--- config.mk ---
export PLATFORM = sky130hd
export DESIGN_NAME = steering_cascaded_wheel_speed_pi_flat
export DESIGN_NICKNAME = d
export VERILOG_FILES = /design/src/hdl/scwpi_pkg.sv /design/src/hdl/scwpi_if.sv /design/src/hdl/steering_cascaded_wheel_speed_pi.sv /design/src/hdl/scwpi_cfg.sv /design/src/hdl/scwpi_mac.sv /design/src/hdl/scwpi_core.sv /design/src/flat_wrapper.sv
export SDC_FILE = /design/constraint.sdc
export NUM_CORES = 2
export LEC_CHECK = 0
export BUFFER_PORTS_ARGS = -buffer_cell sky130_fd_sc_hd__buf_2
export CAP_MARGIN = 30
export CORE_ASPECT_RATIO = 1.2
export CORE_UTILIZATION = 35
export CTS_BUF_LIST = sky130_fd_sc_hd__clkbuf_2 sky130_fd_sc_hd__clkbuf_4 sky130_fd_sc_hd__clkbuf_8
export DETAILED_ROUTE_END_ITERATION = 10
export PLACE_DENSITY = 0.61
export REMOVE_ABC_BUFFERS = 1
export SETUP_SLACK_MARGIN = 0.2
export SLEW_MARGIN = 20
export SYNTH_ARGS = -nofsm -noshare
export SYNTH_HDL_FRONTEND = slang
export SYNTH_HIERARCHICAL = 1
export SYNTH_SLANG_ARGS = --single-unit
--- constraint.sdc ---
create_clock -name clk_i -period 8.25 [get_ports clk_i]
set_clock_uncertainty 0.15 [all_clocks]
set_input_delay 0.825 -clock clk_i [delete_from_list [all_inputs] [get_ports clk_i]]
set_output_delay 0.825 -clock clk_i [all_outputs]
set_load 0.01 [all_outputs]
--- src/hdl/scwpi_pkg.sv ---
// Shared types, widths and constants of the steered wheel-speed PI controller.
// No dependencies; every other file imports this package.
`timescale 1ns / 1ps
`default_nettype none

package scwpi_pkg;

  // Fixed point fraction bits of gains, position error and accumulators
  localparam int FRAC_BITS = 8;
  localparam int FMASK     = (2 ** FRAC_BITS) - 1;

  // Field widths
  localparam int GAIN_W     = 16;
  localparam int PE_W       = 16;
  localparam int SPD_W      = 15;
  localparam int LIM_W      = 12;
  localparam int IDX_W      = 3;
  localparam int CFG_DATA_W = 16;
  localparam int DRV_W      = 15;
  localparam int GD_OUT_W   = 21;
  localparam int ERR_W      = 16;

  // Shared multiplier: 17 x 17 signed, accumulated in 36 bits
  localparam int OPB_W  = 17;
  localparam int PROD_W = 34;
  localparam int MACC_W = 36;

  // Internal widths
  localparam int GB_W   = LIM_W + 2 * FRAC_BITS + 1;
  localparam int PDC_W  = ((MACC_W > GB_W) ? MACC_W : GB_W) + 1;
  localparam int G_W    = LIM_W + FRAC_BITS + 1;
  localparam int T_W    = SPD_W + FRAC_BITS + 2;
  localparam int TGT_W  = T_W - FRAC_BITS;
  localparam int EDIF_W = TGT_W + 1;
  localparam int INC_W  = 13 + FRAC_BITS;
  localparam int WACC_W = 15 + FRAC_BITS;
  localparam int GO_X_W = ((G_W > GD_OUT_W) ? G_W : GD_OUT_W) + 1;

  // Limits
  localparam int INC_LIMIT  = 3000;
  localparam int DIFF_LIMIT = 3000;
  localparam int AVG_LIMIT  = 9900;
  localparam int GYRO_RESET = 1000;
  localparam int INC_BOUND  = INC_LIMIT * (2 ** FRAC_BITS);
  localparam int DIFF_BOUND = DIFF_LIMIT * (2 ** FRAC_BITS);
  localparam int AVG_BOUND  = AVG_LIMIT * (2 ** FRAC_BITS);
  localparam int ERR_MAX    = (2 ** (ERR_W - 1)) - 1;
  localparam int ERR_MIN    = -(2 ** (ERR_W - 1));
  localparam int GD_MAX     = (2 ** (GD_OUT_W - 1)) - 1;

  // Register indexes
  typedef enum logic [IDX_W-1:0] {
    REG_SPEED_KP       = 3'd0,
    REG_SPEED_KI       = 3'd1,
    REG_DIR_KP         = 3'd2,
    REG_DIR_KD         = 3'd3,
    REG_GYRO_LIMIT     = 3'd4,
    REG_SPEED_SETPOINT = 3'd5,
    REG_AVERAGE_MODE   = 3'd6
  } reg_idx_e;

  // Register file contents
  typedef struct packed {
    logic        [GAIN_W-1:0] speed_kp;
    logic        [GAIN_W-1:0] speed_ki;
    logic        [GAIN_W-1:0] dir_kp;
    logic        [GAIN_W-1:0] dir_kd;
    logic        [LIM_W-1:0]  gyro_limit;
    logic signed [SPD_W-1:0]  speed_setpoint;
    logic                     average_mode;
  } cfg_t;

  localparam cfg_t CFG_RESET = '{
    speed_kp:       '0,
    speed_ki:       '0,
    dir_kp:         '0,
    dir_kd:         '0,
    gyro_limit:     LIM_W'(GYRO_RESET),
    speed_setpoint: '0,
    average_mode:   1'b0
  };

  // Multiply-accumulate controls
  typedef struct packed {
    logic load;  // acc <= product
    logic add;   // acc <= acc + product
  } mac_ctrl_t;

endpackage

`default_nettype wire

--- src/hdl/scwpi_if.sv ---
// Handshake channel interfaces: input word, result word and register write.
// Depends on scwpi_pkg.
`timescale 1ns / 1ps
`default_nettype none

interface scwpi_in_if import scwpi_pkg::*; ();
  logic                    valid;
  logic                    ready;
  logic signed [PE_W-1:0]  position_error;
  logic signed [SPD_W-1:0] left_speed;
  logic signed [SPD_W-1:0] right_speed;
  logic signed [SPD_W-1:0] average_speed;

  modport source (output valid, position_error, left_speed, right_speed, average_speed,
                  input ready);
  modport sink (input valid, position_error, left_speed, right_speed, average_speed,
                output ready);
endinterface

interface scwpi_out_if import scwpi_pkg::*; ();
  logic                       valid;
  logic                       ready;
  logic signed [DRV_W-1:0]    left_drive;
  logic signed [DRV_W-1:0]    right_drive;
  logic signed [GD_OUT_W-1:0] gyro_demand;

  modport source (output valid, left_drive, right_drive, gyro_demand, input ready);
  modport sink (input valid, left_drive, right_drive, gyro_demand, output ready);
endinterface

interface scwpi_cfg_if import scwpi_pkg::*; ();
  logic                  valid;
  logic                  ready;
  logic [IDX_W-1:0]      index;
  logic [CFG_DATA_W-1:0] data;

  modport source (output valid, index, data, input ready);
  modport sink (input valid, index, data, output ready);
endinterface

`default_nettype wire

--- src/hdl/steering_cascaded_wheel_speed_pi.sv ---
// Top level of the steered wheel-speed PI controller.
// Depends on scwpi_pkg, scwpi_if, scwpi_cfg, scwpi_mac and scwpi_core.
//
//   channel  dir  modport  word
//   -------  ---  -------  ------------------------------------------------------
//   cfg_i    in   sink     index, data: register write
//   in_i     in   sink     position_error, left_speed, right_speed, average_speed
//   out_o    out  source   left_drive, right_drive, gyro_demand
//
// A new word is accepted only in idle, once the last one is through, in both
// differential and average mode: every product goes through the one shared
// multiplier, two for the steering term and two for each PI loop, with clamps
// in between. The result sits in an output register; a stalled output holds the
// sequencer only at its last step. Reset loads the register defaults and clears
// loop history and drives.
`timescale 1ns / 1ps
`default_nettype none

module steering_cascaded_wheel_speed_pi import scwpi_pkg::*; (
  input logic         clk_i,
  input logic         rst_ni,
  scwpi_cfg_if.sink   cfg_i,
  scwpi_in_if.sink    in_i,
  scwpi_out_if.source out_o
);

  cfg_t                     regs;
  mac_ctrl_t                mac_ctrl;
  logic [GAIN_W-1:0]        mac_gain;
  logic signed [OPB_W-1:0]  mac_opnd;
  logic signed [MACC_W-1:0] mac_acc;

  // Register file
  scwpi_cfg u_cfg (
    .clk_i  (clk_i),
    .rst_ni (rst_ni),
    .cfg_i  (cfg_i),
    .regs_o (regs)
  );

  // Shared multiply-accumulate
  scwpi_mac u_mac (
    .clk_i  (clk_i),
    .ctrl_i (mac_ctrl),
    .gain_i (mac_gain),
    .opnd_i (mac_opnd),
    .acc_o  (mac_acc)
  );

  // Sequencer and loop state
  scwpi_core u_core (
    .clk_i      (clk_i),
    .rst_ni     (rst_ni),
    .regs_i     (regs),
    .in_i       (in_i),
    .out_o      (out_o),
    .mac_ctrl_o (mac_ctrl),
    .mac_gain_o (mac_gain),
    .mac_opnd_o (mac_opnd),
    .mac_acc_i  (mac_acc)
  );

endmodule

`default_nettype wire

--- src/hdl/scwpi_cfg.sv ---
// Configuration register file, written through the register write channel.
// Depends on scwpi_pkg and scwpi_cfg_if.
`timescale 1ns / 1ps
`default_nettype none

module scwpi_cfg import scwpi_pkg::*; (
  input  logic        clk_i,
  input  logic        rst_ni,
  scwpi_cfg_if.sink   cfg_i,
  output cfg_t        regs_o
);

  cfg_t regs_q, regs_d;

  // Writes are always taken
  assign cfg_i.ready = 1'b1;
  assign regs_o      = regs_q;

  // Register decode; unknown indexes are dropped
  always_comb begin
    regs_d = regs_q;
    if (cfg_i.valid) begin
      case (reg_idx_e'(cfg_i.index))
        REG_SPEED_KP:       regs_d.speed_kp       = cfg_i.data[GAIN_W-1:0];
        REG_SPEED_KI:       regs_d.speed_ki       = cfg_i.data[GAIN_W-1:0];
        REG_DIR_KP:         regs_d.dir_kp         = cfg_i.data[GAIN_W-1:0];
        REG_DIR_KD:         regs_d.dir_kd         = cfg_i.data[GAIN_W-1:0];
        REG_GYRO_LIMIT:     regs_d.gyro_limit     = cfg_i.data[LIM_W-1:0];
        REG_SPEED_SETPOINT: regs_d.speed_setpoint = $signed(cfg_i.data[SPD_W-1:0]);
        REG_AVERAGE_MODE:   regs_d.average_mode   = cfg_i.data[0];
        default: ;
      endcase
    end
  end

  always_ff @(posedge clk_i or negedge rst_ni) begin
    if (!rst_ni) begin
      regs_q <= CFG_RESET;
    end else begin
      regs_q <= regs_d;
    end
  end

endmodule

`default_nettype wire

--- src/hdl/scwpi_mac.sv ---
// Shared multiply-accumulate unit: registered 17x17 product, 36-bit accumulator.
// Depends on scwpi_pkg.
`timescale 1ns / 1ps
`default_nettype none

module scwpi_mac import scwpi_pkg::*; (
  input  logic                     clk_i,
  input  mac_ctrl_t                ctrl_i,
  input  logic [GAIN_W-1:0]        gain_i,
  input  logic signed [OPB_W-1:0]  opnd_i,
  output logic signed [MACC_W-1:0] acc_o
);

  logic signed [PROD_W-1:0] prod_d, prod_q;
  logic signed [MACC_W-1:0] acc_d, acc_q;

  // Unsigned gain times signed operand
  assign prod_d = $signed({1'b0, gain_i}) * opnd_i;

  // Accumulate one product behind the multiplier
  always_comb begin
    acc_d = acc_q;
    if (ctrl_i.load) begin
      acc_d = MACC_W'(prod_q);
    end else if (ctrl_i.add) begin
      acc_d = acc_q + MACC_W'(prod_q);
    end
  end

  always_ff @(posedge clk_i) begin
    prod_q <= prod_d;
    acc_q  <= acc_d;
  end

  assign acc_o = acc_q;

endmodule

`default_nettype wire

--- src/hdl/scwpi_core.sv ---
// Sequencer and datapath: steering PD, target, per-wheel or average PI, clamps, result register.
// Depends on scwpi_pkg, scwpi_if; drives the shared scwpi_mac.
`timescale 1ns / 1ps
`default_nettype none

module scwpi_core import scwpi_pkg::*; (
  input  logic                     clk_i,
  input  logic                     rst_ni,
  input  cfg_t                     regs_i,
  scwpi_in_if.sink                 in_i,
  scwpi_out_if.source              out_o,
  output mac_ctrl_t                mac_ctrl_o,
  output logic [GAIN_W-1:0]        mac_gain_o,
  output logic signed [OPB_W-1:0]  mac_opnd_o,
  input  logic signed [MACC_W-1:0] mac_acc_i
);

  typedef enum logic [3:0] {
    S_IDLE, S_PD_P, S_PD_D, S_PD_SUM, S_GYRO,
    S_TSUM, S_TTRN, S_ERR, S_PI_I, S_PI_P, S_PI_SUM,
    S_INC, S_ACC, S_DONE
  } state_e;

  state_e                     state_q, state_d;
  logic                       wheel_q, wheel_d;      // 0 left, 1 right
  logic signed [PE_W-1:0]     pe_q, pe_d, prev_pe_q, prev_pe_d;
  logic signed [SPD_W-1:0]    ls_q, ls_d, rs_q, rs_d, as_q, as_d;
  logic signed [OPB_W-1:0]    diff_q, diff_d;
  logic signed [G_W-1:0]      g_q, g_d;
  logic signed [T_W-1:0]      t_q, t_d;
  logic signed [TGT_W-1:0]    tgt_q, tgt_d;
  logic signed [ERR_W-1:0]    e_q, e_d;
  logic signed [ERR_W-1:0]    lep_q, lep_d, rep_q, rep_d, aep_q, aep_d;
  logic signed [INC_W-1:0]    inc_q, inc_d;
  logic signed [WACC_W-1:0]   lacc_q, lacc_d, racc_q, racc_d;
  logic                       ovalid_q, ovalid_d;
  logic signed [DRV_W-1:0]    lo_q, lo_d, ro_q, ro_d;
  logic signed [GD_OUT_W-1:0] go_q, go_d;

  logic signed [PDC_W-1:0]    gb, pdx, pdc, prnd, pdr;
  logic signed [T_W-1:0]      bs, gx, trnd, tsh;
  logic signed [TGT_W-1:0]    tsel;
  logic signed [SPD_W-1:0]    ssel;
  logic signed [EDIF_W-1:0]   ediff;
  logic signed [ERR_W-1:0]    psel;
  logic signed [MACC_W-1:0]   ib;
  logic signed [WACC_W:0]     asum, alim;
  logic signed [WACC_W-1:0]   acur, anew;
  logic signed [GO_X_W-1:0]   gox;
  logic                       avg;

  // Accumulator to drive, truncated toward zero
  function automatic logic signed [DRV_W-1:0] drive_of(logic signed [WACC_W-1:0] a);
    logic signed [WACC_W-1:0] r;
    logic signed [WACC_W-1:0] s;
    r = a[WACC_W-1] ? WACC_W'(FMASK) : WACC_W'(0);
    s = (a + r) >>> FRAC_BITS;
    return DRV_W'(s);
  endfunction

  assign avg = regs_i.average_mode;

  // Handshakes and result word
  assign in_i.ready        = (state_q == S_IDLE);
  assign out_o.valid       = ovalid_q;
  assign out_o.left_drive  = lo_q;
  assign out_o.right_drive = ro_q;
  assign out_o.gyro_demand = go_q;

  // Operand selection for the shared multiplier
  always_comb begin
    mac_ctrl_o = '0;
    mac_gain_o = '0;
    mac_opnd_o = '0;
    case (state_q)
      S_PD_P: begin
        mac_gain_o = regs_i.dir_kp;
        mac_opnd_o = OPB_W'(pe_q);
      end
      S_PD_D: begin
        mac_gain_o      = regs_i.dir_kd;
        mac_opnd_o      = diff_q;
        mac_ctrl_o.load = 1'b1;
      end
      S_PI_I: begin
        mac_gain_o = regs_i.speed_ki;
        mac_opnd_o = OPB_W'(e_q);
      end
      S_PI_P: begin
        mac_gain_o      = regs_i.speed_kp;
        mac_opnd_o      = diff_q;
        mac_ctrl_o.load = 1'b1;
      end
      S_PD_SUM, S_PI_SUM: mac_ctrl_o.add = 1'b1;
      default: ;
    endcase
  end

  // Steering clamp and truncation to Q.F
  always_comb begin
    gb   = $signed({{(PDC_W - LIM_W){1'b0}}, regs_i.gyro_limit}) <<< (2 * FRAC_BITS);
    pdx  = PDC_W'(mac_acc_i);
    if (pdx > gb) begin
      pdc = gb;
    end else if (pdx < -gb) begin
      pdc = -gb;
    end else begin
      pdc = pdx;
    end
    prnd = pdc[PDC_W-1] ? PDC_W'(FMASK) : PDC_W'(0);
    pdr  = (pdc + prnd) >>> FRAC_BITS;
  end

  // Wheel target: setpoint plus or minus steering, truncated to counts
  always_comb begin
    bs   = T_W'($signed(regs_i.speed_setpoint)) <<< FRAC_BITS;
    gx   = T_W'(g_q);
    trnd = t_q[T_W-1] ? T_W'(FMASK) : T_W'(0);
    tsh  = (t_q + trnd) >>> FRAC_BITS;
  end

  // Speed error and previous error of the active loop
  always_comb begin
    tsel  = avg ? TGT_W'($signed(regs_i.speed_setpoint)) : tgt_q;
    ssel  = avg ? as_q : (wheel_q ? rs_q : ls_q);
    ediff = EDIF_W'(tsel) - EDIF_W'(ssel);
    psel  = avg ? aep_q : (wheel_q ? rep_q : lep_q);
  end

  // Accumulator update with its clamp
  always_comb begin
    ib   = MACC_W'(INC_BOUND);
    acur = (!avg && wheel_q) ? racc_q : lacc_q;
    asum = (WACC_W + 1)'(acur) + (WACC_W + 1)'(inc_q);
    alim = avg ? (WACC_W + 1)'(AVG_BOUND) : (WACC_W + 1)'(DIFF_BOUND);
    if (asum > alim) begin
      anew = WACC_W'(alim);
    end else if (asum < -alim) begin
      anew = WACC_W'(-alim);
    end else begin
      anew = WACC_W'(asum);
    end
    gox = GO_X_W'(g_q);
  end

  // Sequencer
  always_comb begin
    state_d   = state_q;
    wheel_d   = wheel_q;
    pe_d      = pe_q;
    prev_pe_d = prev_pe_q;
    ls_d      = ls_q;
    rs_d      = rs_q;
    as_d      = as_q;
    diff_d    = diff_q;
    g_d       = g_q;
    t_d       = t_q;
    tgt_d     = tgt_q;
    e_d       = e_q;
    lep_d     = lep_q;
    rep_d     = rep_q;
    aep_d     = aep_q;
    inc_d     = inc_q;
    lacc_d    = lacc_q;
    racc_d    = racc_q;
    ovalid_d  = ovalid_q;
    lo_d      = lo_q;
    ro_d      = ro_q;
    go_d      = go_q;

    if (ovalid_q && out_o.ready) begin
      ovalid_d = 1'b0;
    end

    case (state_q)
      S_IDLE: begin
        if (in_i.valid) begin
          pe_d      = in_i.position_error;
          ls_d      = in_i.left_speed;
          rs_d      = in_i.right_speed;
          as_d      = in_i.average_speed;
          diff_d    = OPB_W'(in_i.position_error) - OPB_W'(prev_pe_q);
          prev_pe_d = in_i.position_error;
          state_d   = S_PD_P;
        end
      end
      S_PD_P:   state_d = S_PD_D;
      S_PD_D:   state_d = S_PD_SUM;
      S_PD_SUM: state_d = S_GYRO;
      S_GYRO: begin
        g_d     = G_W'(pdr);
        wheel_d = 1'b0;
        state_d = avg ? S_ERR : S_TSUM;
      end
      S_TSUM: begin
        t_d     = wheel_q ? (bs - gx) : (bs + gx);
        state_d = S_TTRN;
      end
      S_TTRN: begin
        tgt_d   = TGT_W'(tsh);
        state_d = S_ERR;
      end
      S_ERR: begin
        if (ediff > EDIF_W'(ERR_MAX)) begin
          e_d = ERR_W'(ERR_MAX);
        end else if (ediff < EDIF_W'(ERR_MIN)) begin
          e_d = ERR_W'(ERR_MIN);
        end else begin
          e_d = ERR_W'(ediff);
        end
        state_d = S_PI_I;
      end
      S_PI_I: begin
        diff_d = OPB_W'(e_q) - OPB_W'(psel);
        if (avg) begin
          aep_d = e_q;
        end else if (wheel_q) begin
          rep_d = e_q;
        end else begin
          lep_d = e_q;
        end
        state_d = S_PI_P;
      end
      S_PI_P:   state_d = S_PI_SUM;
      S_PI_SUM: state_d = S_INC;
      S_INC: begin
        if (mac_acc_i > ib) begin
          inc_d = INC_W'(ib);
        end else if (mac_acc_i < -ib) begin
          inc_d = INC_W'(-ib);
        end else begin
          inc_d = INC_W'(mac_acc_i);
        end
        state_d = S_ACC;
      end
      S_ACC: begin
        if (avg) begin
          lacc_d  = anew;
          racc_d  = anew;
          state_d = S_DONE;
        end else if (wheel_q) begin
          racc_d  = anew;
          state_d = S_DONE;
        end else begin
          lacc_d  = anew;
          wheel_d = 1'b1;
          state_d = S_TSUM;
        end
      end
      S_DONE: begin
        // Wait for the result register to free up
        if (!ovalid_q || out_o.ready) begin
          ovalid_d = 1'b1;
          lo_d     = drive_of(lacc_q);
          ro_d     = drive_of(racc_q);
          if (gox > GO_X_W'(GD_MAX)) begin
            go_d = GD_OUT_W'(GD_MAX);
          end else if (gox < -GO_X_W'(GD_MAX)) begin
            go_d = -GD_OUT_W'(GD_MAX);
          end else begin
            go_d = GD_OUT_W'(gox);
          end
          state_d = S_IDLE;
        end
      end
      default: state_d = S_IDLE;
    endcase
  end

  always_ff @(posedge clk_i or negedge rst_ni) begin
    if (!rst_ni) begin
      state_q   <= S_IDLE;
      wheel_q   <= 1'b0;
      pe_q      <= '0;
      prev_pe_q <= '0;
      ls_q      <= '0;
      rs_q      <= '0;
      as_q      <= '0;
      diff_q    <= '0;
      g_q       <= '0;
      t_q       <= '0;
      tgt_q     <= '0;
      e_q       <= '0;
      lep_q     <= '0;
      rep_q     <= '0;
      aep_q     <= '0;
      inc_q     <= '0;
      lacc_q    <= '0;
      racc_q    <= '0;
      ovalid_q  <= 1'b0;
      lo_q      <= '0;
      ro_q      <= '0;
      go_q      <= '0;
    end else begin
      state_q   <= state_d;
      wheel_q   <= wheel_d;
      pe_q      <= pe_d;
      prev_pe_q <= prev_pe_d;
      ls_q      <= ls_d;
      rs_q      <= rs_d;
      as_q      <= as_d;
      diff_q    <= diff_d;
      g_q       <= g_d;
      t_q       <= t_d;
      tgt_q     <= tgt_d;
      e_q       <= e_d;
      lep_q     <= lep_d;
      rep_q     <= rep_d;
      aep_q     <= aep_d;
      inc_q     <= inc_d;
      lacc_q    <= lacc_d;
      racc_q    <= racc_d;
      ovalid_q  <= ovalid_d;
      lo_q      <= lo_d;
      ro_q      <= ro_d;
      go_q      <= go_d;
    end
  end

endmodule

`default_nettype wire
--- src/flat_wrapper.sv ---
// flat-port wrapper written by rule: the top's interface ports become plain ports
module steering_cascaded_wheel_speed_pi_flat import scwpi_pkg::*;
  (clk_i, rst_ni, cfg_i_valid, cfg_i_index, cfg_i_data, cfg_i_ready, in_i_valid, in_i_position_error, in_i_left_speed, in_i_right_speed, in_i_average_speed, in_i_ready, out_o_valid, out_o_left_drive, out_o_right_drive, out_o_gyro_demand, out_o_ready);
  scwpi_cfg_if cfg_i_i ();
  scwpi_in_if in_i_i ();
  scwpi_out_if out_o_i ();
  input logic clk_i;
  input logic rst_ni;
  input wire logic [$bits(cfg_i_i.valid)-1:0] cfg_i_valid;
  input wire logic [$bits(cfg_i_i.index)-1:0] cfg_i_index;
  input wire logic [$bits(cfg_i_i.data)-1:0] cfg_i_data;
  output wire logic [$bits(cfg_i_i.ready)-1:0] cfg_i_ready;
  input wire logic [$bits(in_i_i.valid)-1:0] in_i_valid;
  input wire logic [$bits(in_i_i.position_error)-1:0] in_i_position_error;
  input wire logic [$bits(in_i_i.left_speed)-1:0] in_i_left_speed;
  input wire logic [$bits(in_i_i.right_speed)-1:0] in_i_right_speed;
  input wire logic [$bits(in_i_i.average_speed)-1:0] in_i_average_speed;
  output wire logic [$bits(in_i_i.ready)-1:0] in_i_ready;
  output wire logic [$bits(out_o_i.valid)-1:0] out_o_valid;
  output wire logic [$bits(out_o_i.left_drive)-1:0] out_o_left_drive;
  output wire logic [$bits(out_o_i.right_drive)-1:0] out_o_right_drive;
  output wire logic [$bits(out_o_i.gyro_demand)-1:0] out_o_gyro_demand;
  input wire logic [$bits(out_o_i.ready)-1:0] out_o_ready;
  assign cfg_i_i.valid = cfg_i_valid;
  assign cfg_i_i.index = cfg_i_index;
  assign cfg_i_i.data = cfg_i_data;
  assign cfg_i_ready = cfg_i_i.ready;
  assign in_i_i.valid = in_i_valid;
  assign in_i_i.position_error = in_i_position_error;
  assign in_i_i.left_speed = in_i_left_speed;
  assign in_i_i.right_speed = in_i_right_speed;
  assign in_i_i.average_speed = in_i_average_speed;
  assign in_i_ready = in_i_i.ready;
  assign out_o_valid = out_o_i.valid;
  assign out_o_left_drive = out_o_i.left_drive;
  assign out_o_right_drive = out_o_i.right_drive;
  assign out_o_gyro_demand = out_o_i.gyro_demand;
  assign out_o_i.ready = out_o_ready;
  steering_cascaded_wheel_speed_pi u_core (.clk_i(clk_i), .rst_ni(rst_ni), .cfg_i(cfg_i_i), .in_i(in_i_i), .out_o(out_o_i));
endmodule
**After elaboration in Yosys (flattened, before gate mapping)**

Index checks and enable logic that the tools add are counted.

- Bits in registers: 491
- Output and inout bits: 54
- Bits in read-only memories: 0
- Bits in writable memories: 0
- Bits in latches: 0
- Memories: 0
- Word-level logic and storage cells: 154
- Bits of input ports: 85

- Muxes and demuxes: 45
- $lt $le $gt $ge: 10
- Shift operators: 0
- Reduce and logical (&&, ||, !) cells: 30
- Multiply operators: 1
- $add $sub $neg: 13
- Eq/ne operators: 23
- Bitwise gates (word level): 2
- Div/mod/pow operators: 0

Operators by type and width:

| operator | number |
|---|---|
| 2-to-1 mux 23 bit | 7 |
| 2-to-1 mux 21 bit | 4 |
| 2-to-1 mux 37 bit | 2 |
| 2-to-1 mux 36 bit | 2 |
| 2-to-1 mux 16 bit | 4 |
| case mux 16 bit (4 select lines) | 1 |
| case mux 4 bit (14 select lines) | 1 |
| case mux 17 bit (3 select lines) | 1 |
| adder 23 x 21 -> 24 bit | 2 |
| adder 23 x 9 -> 23 bit | 2 |
| < comparator 36 x 37 -> 1 bit | 1 |
| negator 28 -> 37 bit | 1 |
| adder 36 x 34 -> 36 bit | 1 |
| > comparator 36 x 21 -> 1 bit, second input constant | 1 |
| > comparator 36 x 29 -> 1 bit | 1 |
| < comparator 36 x 21 -> 1 bit, second input constant | 1 |
| multiplier 17 x 17 -> 34 bit | 1 |
| 2-to-1 mux 17 bit | 2 |
| case mux 17 bit (2 select lines) | 1 |
| subtractor 16 x 16 -> 17 bit | 2 |
| 2-to-1 mux 8 bit | 4 |
| 2-to-1 mux 15 bit | 2 |
| AND reduction 2 bit | 15 |
| adder 29 x 9 -> 29 bit | 1 |
| 34 further kinds | 64 |

**Longest topological paths before layout**

- Word-level depth: 9
- Gate-level depth with buffers: 32
- Depth with buffers taken out: 28

**By module**

The synthesis kept the hierarchy.

Modules (own cells, without submodules):

| module | area each (sq um) | times used | seq. area each (sq um) | cells each |
|---|---|---|---|---|
| scwpi_core | 22,904.5 | 1 | 8,207.9 | 2,503 |
| scwpi_mac | 13,760.7 | 1 | 1,761.7 | 1,545 |
| scwpi_cfg | 3,547.2 | 1 | 2,309.7 | 202 |

**Worst setup path before layout**

Ideal clock, no wire load.

- Path kind: flip-flop to flip-flop
- Start point: register u_core.u_core.state_q[2]
- End point: register u_core.u_mac.prod_q[32]
- Required time: 7.976 ns
- Clock period less this slack: 7.629 ns
- Path slack: 0.621 ns
- Library setup time: 0.124 ns
- Arrival: 7.355 ns
- Cell stages (with the launch flop): 29
- Buffers on the path: 5
- Cells stage by stage: dfrtp_1 clkbuf_1 inv_1 nand2_1 nor2_1 or2_2 clkbuf_1 clkbuf_1 a222oi_1 inv_1 clkbuf_1 nand2_1 fa_1 fa_1 fa_1 fa_1 fa_1 fa_1 inv_1 ha_1 clkbuf_1 nand3_1 a2111oi_0 o21ai_0 nand4_1 nand3_1 a31oi_1 a311oi_1 xnor2_1

- Longest elaborated chain between the ends: 4
- Elaborated cells between the ends (all ways): 8
- Those cells by class: 1 x mul; 4 x eq/ne; 2 x mux; 1 x reduce/logical

Ends and longest elaborated chain:

| element | RTL line | RTL |
|---|---|---|
| from (decl) | scwpi_core.sv:24 | `state_e state_q, state_d;` |
| from (signal assigned) | scwpi_core.sv:295 | `state_q <= state_d;` |
| == test 4 bit or == test 4 x 2 -> 1 bit (tied branches) | scwpi_core.sv:75 | `case (state_q)` |
| OR reduction 2 bit (no source line) | - |  |
| case mux 17 bit (3 select lines) * | scwpi_core.sv:75 |  |
| via u_core.mac_opnd[14] | steering_cascaded_wheel_speed_pi.sv:30 | `logic signed [OPB_W-1:0] mac_opnd;` |
| multiplier 17 x 17 -> 34 bit * | scwpi_mac.sv:18 | `assign prod_d = $signed({1'b0, gain_i}) * opnd_i;` |
| via u_core.u_mac.prod_d[32] | scwpi_mac.sv:14 | `logic signed [PROD_W-1:0] prod_d, prod_q;` |
| to (signal assigned) | scwpi_mac.sv:31 | `prod_q <= prod_d;` |
| to (decl) | scwpi_mac.sv:14 |  |

Mark *: on every way through the listed nets, which the timed path passes. The rest lies on a longest branch.
A chain may end at the register's enable or synchronous reset.

**Final worst setup path**

- Start point: register u_core.u_cfg.regs_q (netlist bit u_core/u_cfg/regs_o[16])
- End point: register u_core.u_core.g_q[18]

- Longest elaborated chain between the ends: 6
- Elaborated cells between the ends (all ways): 7
- Those cells by class: 2 x add/sub; 2 x order compare; 3 x mux

Ends and longest elaborated chain:

| element | RTL line | RTL |
|---|---|---|
| from (decl) | scwpi_cfg.sv:13 | `cfg_t regs_q, regs_d;` |
| from (signal assigned) | scwpi_cfg.sv:40 | `regs_q <= regs_d;` |
| negator 28 -> 37 bit | scwpi_core.sv:105, scwpi_core.sv:106 |  |
| < comparator 36 x 37 -> 1 bit | scwpi_core.sv:105 | `end else if (pdx < -gb) begin` |
| 2-to-1 mux 37 bit | scwpi_core.sv:105 |  |
| 2-to-1 mux 37 bit * | scwpi_core.sv:103 | `if (pdx > gb) begin` |
| 2-to-1 mux 8 bit | scwpi_core.sv:110 | `prnd = pdc[PDC_W-1] ? PDC_W'(FMASK) : PDC_W'(0);` |
| adder 29 x 9 -> 29 bit * | scwpi_core.sv:111 | `pdr = (pdc + prnd) >>> FRAC_BITS;` |
| to (signal assigned) | scwpi_core.sv:303 | `g_q <= g_d;` |
| to (decl) | scwpi_core.sv:29 | `logic signed [G_W-1:0] g_q, g_d;` |

Mark *: on every way between the ends. The rest lies on a longest branch, timed or not.

==> results.json <==
{
  "async_reset_ff_share_pct": 85.7,
  "fmax_ghz": 0.130,
  "relSlewSlack_pct": 29.9,
  "grt_use_total_pct": 18.9,
  "start_kind": "flip-flop",
  "synth_area_mm2": 0.0402,
  "htreeDepth": 3,
  "powerDensity_mw_per_mm2": 447,
  "area_growth_pct": 11.1,
  "tightest_slew_ns": 1.05,
  "finalWeightedCongestion": 0.901,
  "drt-vias-per-instance": 5.27,
  "finalCritPeriodShare_pct": 93.0,
  "p_leak_nw": 20.9,
  "synth_edf_count": 36,
  "cp_max_fo": 11,
  "totalWireLength_um": 111000,
  "grt_overflow": 0,
  "synth.largest_area_cell": "dfrtp_1",
  "die_area_mm2": 0.116,
  "initial_core_util_pct": 35.5,
  "synthCells": 4250,
  "insertion_delay_ns": 0.80,
  "synthTopCellsByArea": "dfrtp_1, fa_1, ha_1, mux2_2, inv_1",
  "vdd_drop_max_mv": 0.292,
  "drt_first_pass_iters": 7,
  "drc": 0,
  "cts_tree": "done",
  "hold_viol": 0,
  "path_class": "flip-flop to flip-flop",
  "cts_made_buffers": 83,
  "grt_max_degree": 191,
  "synth_common_cells": "inv_1, dfrtp_1, nand2_1, ha_1, a21oi_1",
  "cts.sinks": 490,
  "synth_cell_type_count": 102,
  "antenna_found_initial": 5,
  "drv_cap": 0,
  "crit_arrival_ns": 8.16,
  "finalInstanceArea_mm2": 0.0447,
  "place_hpwl_um": 85100,
  "die_h_um": 373,
  "grt_pass1_wl_um": 175000,
  "io_pins": 139,
  "grt_pass1_vias": 31300,
  "drtIter0Drc": 2127,
  "coreArea_mm2": 0.113,
  "wl_per_cell_um": 18.7,
  "drtAntennaViolNets": 0,
  "avgSynthCellArea_um2": 9.46,
  "synth_most_common_cell": "inv_1",
  "rsz0062_at_grt": "yes",
  "period_needed_ns": 7.68,
  "hold_ws_ns": 0.113,
  "critPathCaptureType": "flip-flop",
  "vias": 31400,
  "synth_seq_cells": 490,
  "setup-violations-final": 0,
  "clk_pin_slew_ns": 0.06,
  "status": "completed",
  "synth.top_cell.area_share_pct": 25.8,
  "drive_gt1_share_pct": 15.9,
  "synth_ff_type": "dfrtp_1",
  "die_w_um": 311,
  "ys_warn_count": 6,
  "place_area_mm2": 0.0426,
  "num_rows": 135,
  "worstPathRequired_ns": 8.73,
  "clockBufferDepth": 3,
  "min_path_type": "input pin to flip-flop",
  "ys_seq_area_share_pct": 30.5,
  "finalPower_mw": 20.0,
  "root_buffer": "clkbuf_8",
  "drv_slew": 0,
  "place.port_buffers": 137,
  "nets": 5022
}
## timing repair
| item | CTS | global route |
|---|---|---|
| hold endpoints to repair | 72 | 0 |
| hold buffers | 1 | 0 |
| setup buffers | 0 | 9 |
| setup endpoints to repair | 0 | 19 |
| resized for setup | 0 | 18 |
## sequential cells by signal, summed over array words and instances (netlist names), 16 cells and up
name	cells
u_core/u_core/prev_pe_q	16
u_core/u_core/lep_q	16
u_core/u_core/tgt_q	17
u_core/u_core/inc_q	21
u_core/u_mac/acc_o	36
u_core/u_cfg/regs_o	92
u_core/u_core/racc_q	23
u_core/u_core/g_q	21
u_core/u_core/diff_q	17
u_core/u_core/rep_q	16
u_core/u_core/e_q	16
u_core/u_core/lacc_q	23
u_core/u_core/out_o.gyro_demand	21
u_core/u_mac/prod_q	34
u_core/u_core/aep_q	16
u_core/u_core/t_q	24
## per-layer routing
metal	up-vias	track usage, %	share of wire [%]
met4	2	6.90	3.2
met2	657	32.7	50
met1	15600	23.8	43
met3	171	2.66	3.8
li1	15000	-	-
met5	-	0	0.0090
## critical path: stages (launching register included)
cell and delay (ns):
dfrtp_1 0.44, inv_1 0.12, ha_1 0.26, or4b_1 0.54, or3_1 0.41, or3_1 0.35
or4_1 0.57, inv_1 0.16, ha_1 0.27, a2111oi_0 0.39, o21ai_1 0.17, or4_4 0.57
nand3_1 0.38, a21oi_4 0.18, and2_1 0.23, ha_1 0.29, nand4_1 0.13, nor2_1 0.14
nand3_1 0.10, o31a_1 0.33, nor4b_4 0.42, nand4_2 0.30, nor4_1 0.37, xor2_1 0.20
o21ai_1 0.07
## per-stage QoR
step                      setup slack (ns)  setup TNS (ns)  util, %  cells
after global placement               0.576               0     37.6   5786
after CTS                            0.273               0     39.3   5939
after detailed placement             0.318               0     37.6   5787
after floorplan                     -0.232           -6.85        -   4076
final                                0.574               0     39.4   5955
after global routing                 0.151               0     39.4   5955
## cells by family (layout without fill, tap and decap cells)
kind of cell / count (synthesis) / count (layout) / synth area share, %
compound gates: 923 / 923 / 15.1
mux: 286 / 286 / 7.87
flops: 490 / 490 / 30.5
fa+ha+maj: 559 / 559 / 21.4
buf+inv: 599 / 793 / 5.80
other cells: 1 / 5 / 0.00933
simple gates: 1194 / 1194 / 15.0
xor+xnor: 198 / 198 / 4.31
## cell usage in the layout, fill, tap and decap left out, types with 15 or more instances in the layout
master       n
nand4_1     40
dfxtp_1     34
edfxtp_1    36
nor2b_1     33
nand3_1     76
nor3_1      49
a21o_1      75
buf_2      137
o21ai_0    197
mux2_2     242
inv_1      418
nand2b_1    44
o21bai_1    21
buf_4       71
o21a_1      38
and3_1      29
a22oi_1     39
xor2_1      83
nor4_1      29
a211oi_1    41
a222oi_1    15
a22o_1      31
clkbuf_4    23
and2_1     177
nor2_1     241
o21ai_1     15
nand2_1    365
clkbuf_8   105
a2111oi_0   15
a21oi_1    261
or3_1       18
ha_1       344
a31oi_1     20
mux2i_1     44
xnor2_1    115
fa_1       215
dfrtp_1    412
## area by class of cell
type	count	area (um2)
fillers	11200	68600
multi-input cells	3161	25700
flip-flops and latches	490	12300
well taps	1507	1890
clock buffers	128	1620
inverters	425	1600
repair buffers	217	1380
clock inverters	23	258
diodes	4	10.0
## power breakdown
| group | leakage, nW | switching (mW) | internal (mW) | total [mW] |
|---|---|---|---|---|
| Combinational | 14.2 | 7.52 | 5.25 | 12.8 |
| Clock | 0.998 | 1.12 | 1.36 | 2.48 |
| Sequential | 5.70 | 1.12 | 3.60 | 4.72 |
## worst paths after layout
| check | startpoint | end | slack [ns] | cells after the start |
|---|---|---|---|---|
| max in group asynchronous | rst_ni | u_core/u_cfg/regs_o[37] | 6.04 | 3 |
| min in group asynchronous | rst_ni | u_core/u_core/rs_q[3] | 0.47 | 2 |
| worst max-delay path | u_core/u_cfg/regs_o[16] | u_core/u_core/g_q[18] | 0.57 | 24 |
| worst min-delay path | in_i_right_speed[12] | u_core/u_core/rs_q[12] | 0.11 | 2 |
| worst min register to register | u_core/u_core/out_o.left_drive[0] | u_core/u_core/out_o.left_drive[0] | 0.33 | 1 |
| worst max register to register | u_core/u_cfg/regs_o[16] | u_core/u_core/g_q[18] | 0.57 | 24 |
(Power assumes the default switching activity.)
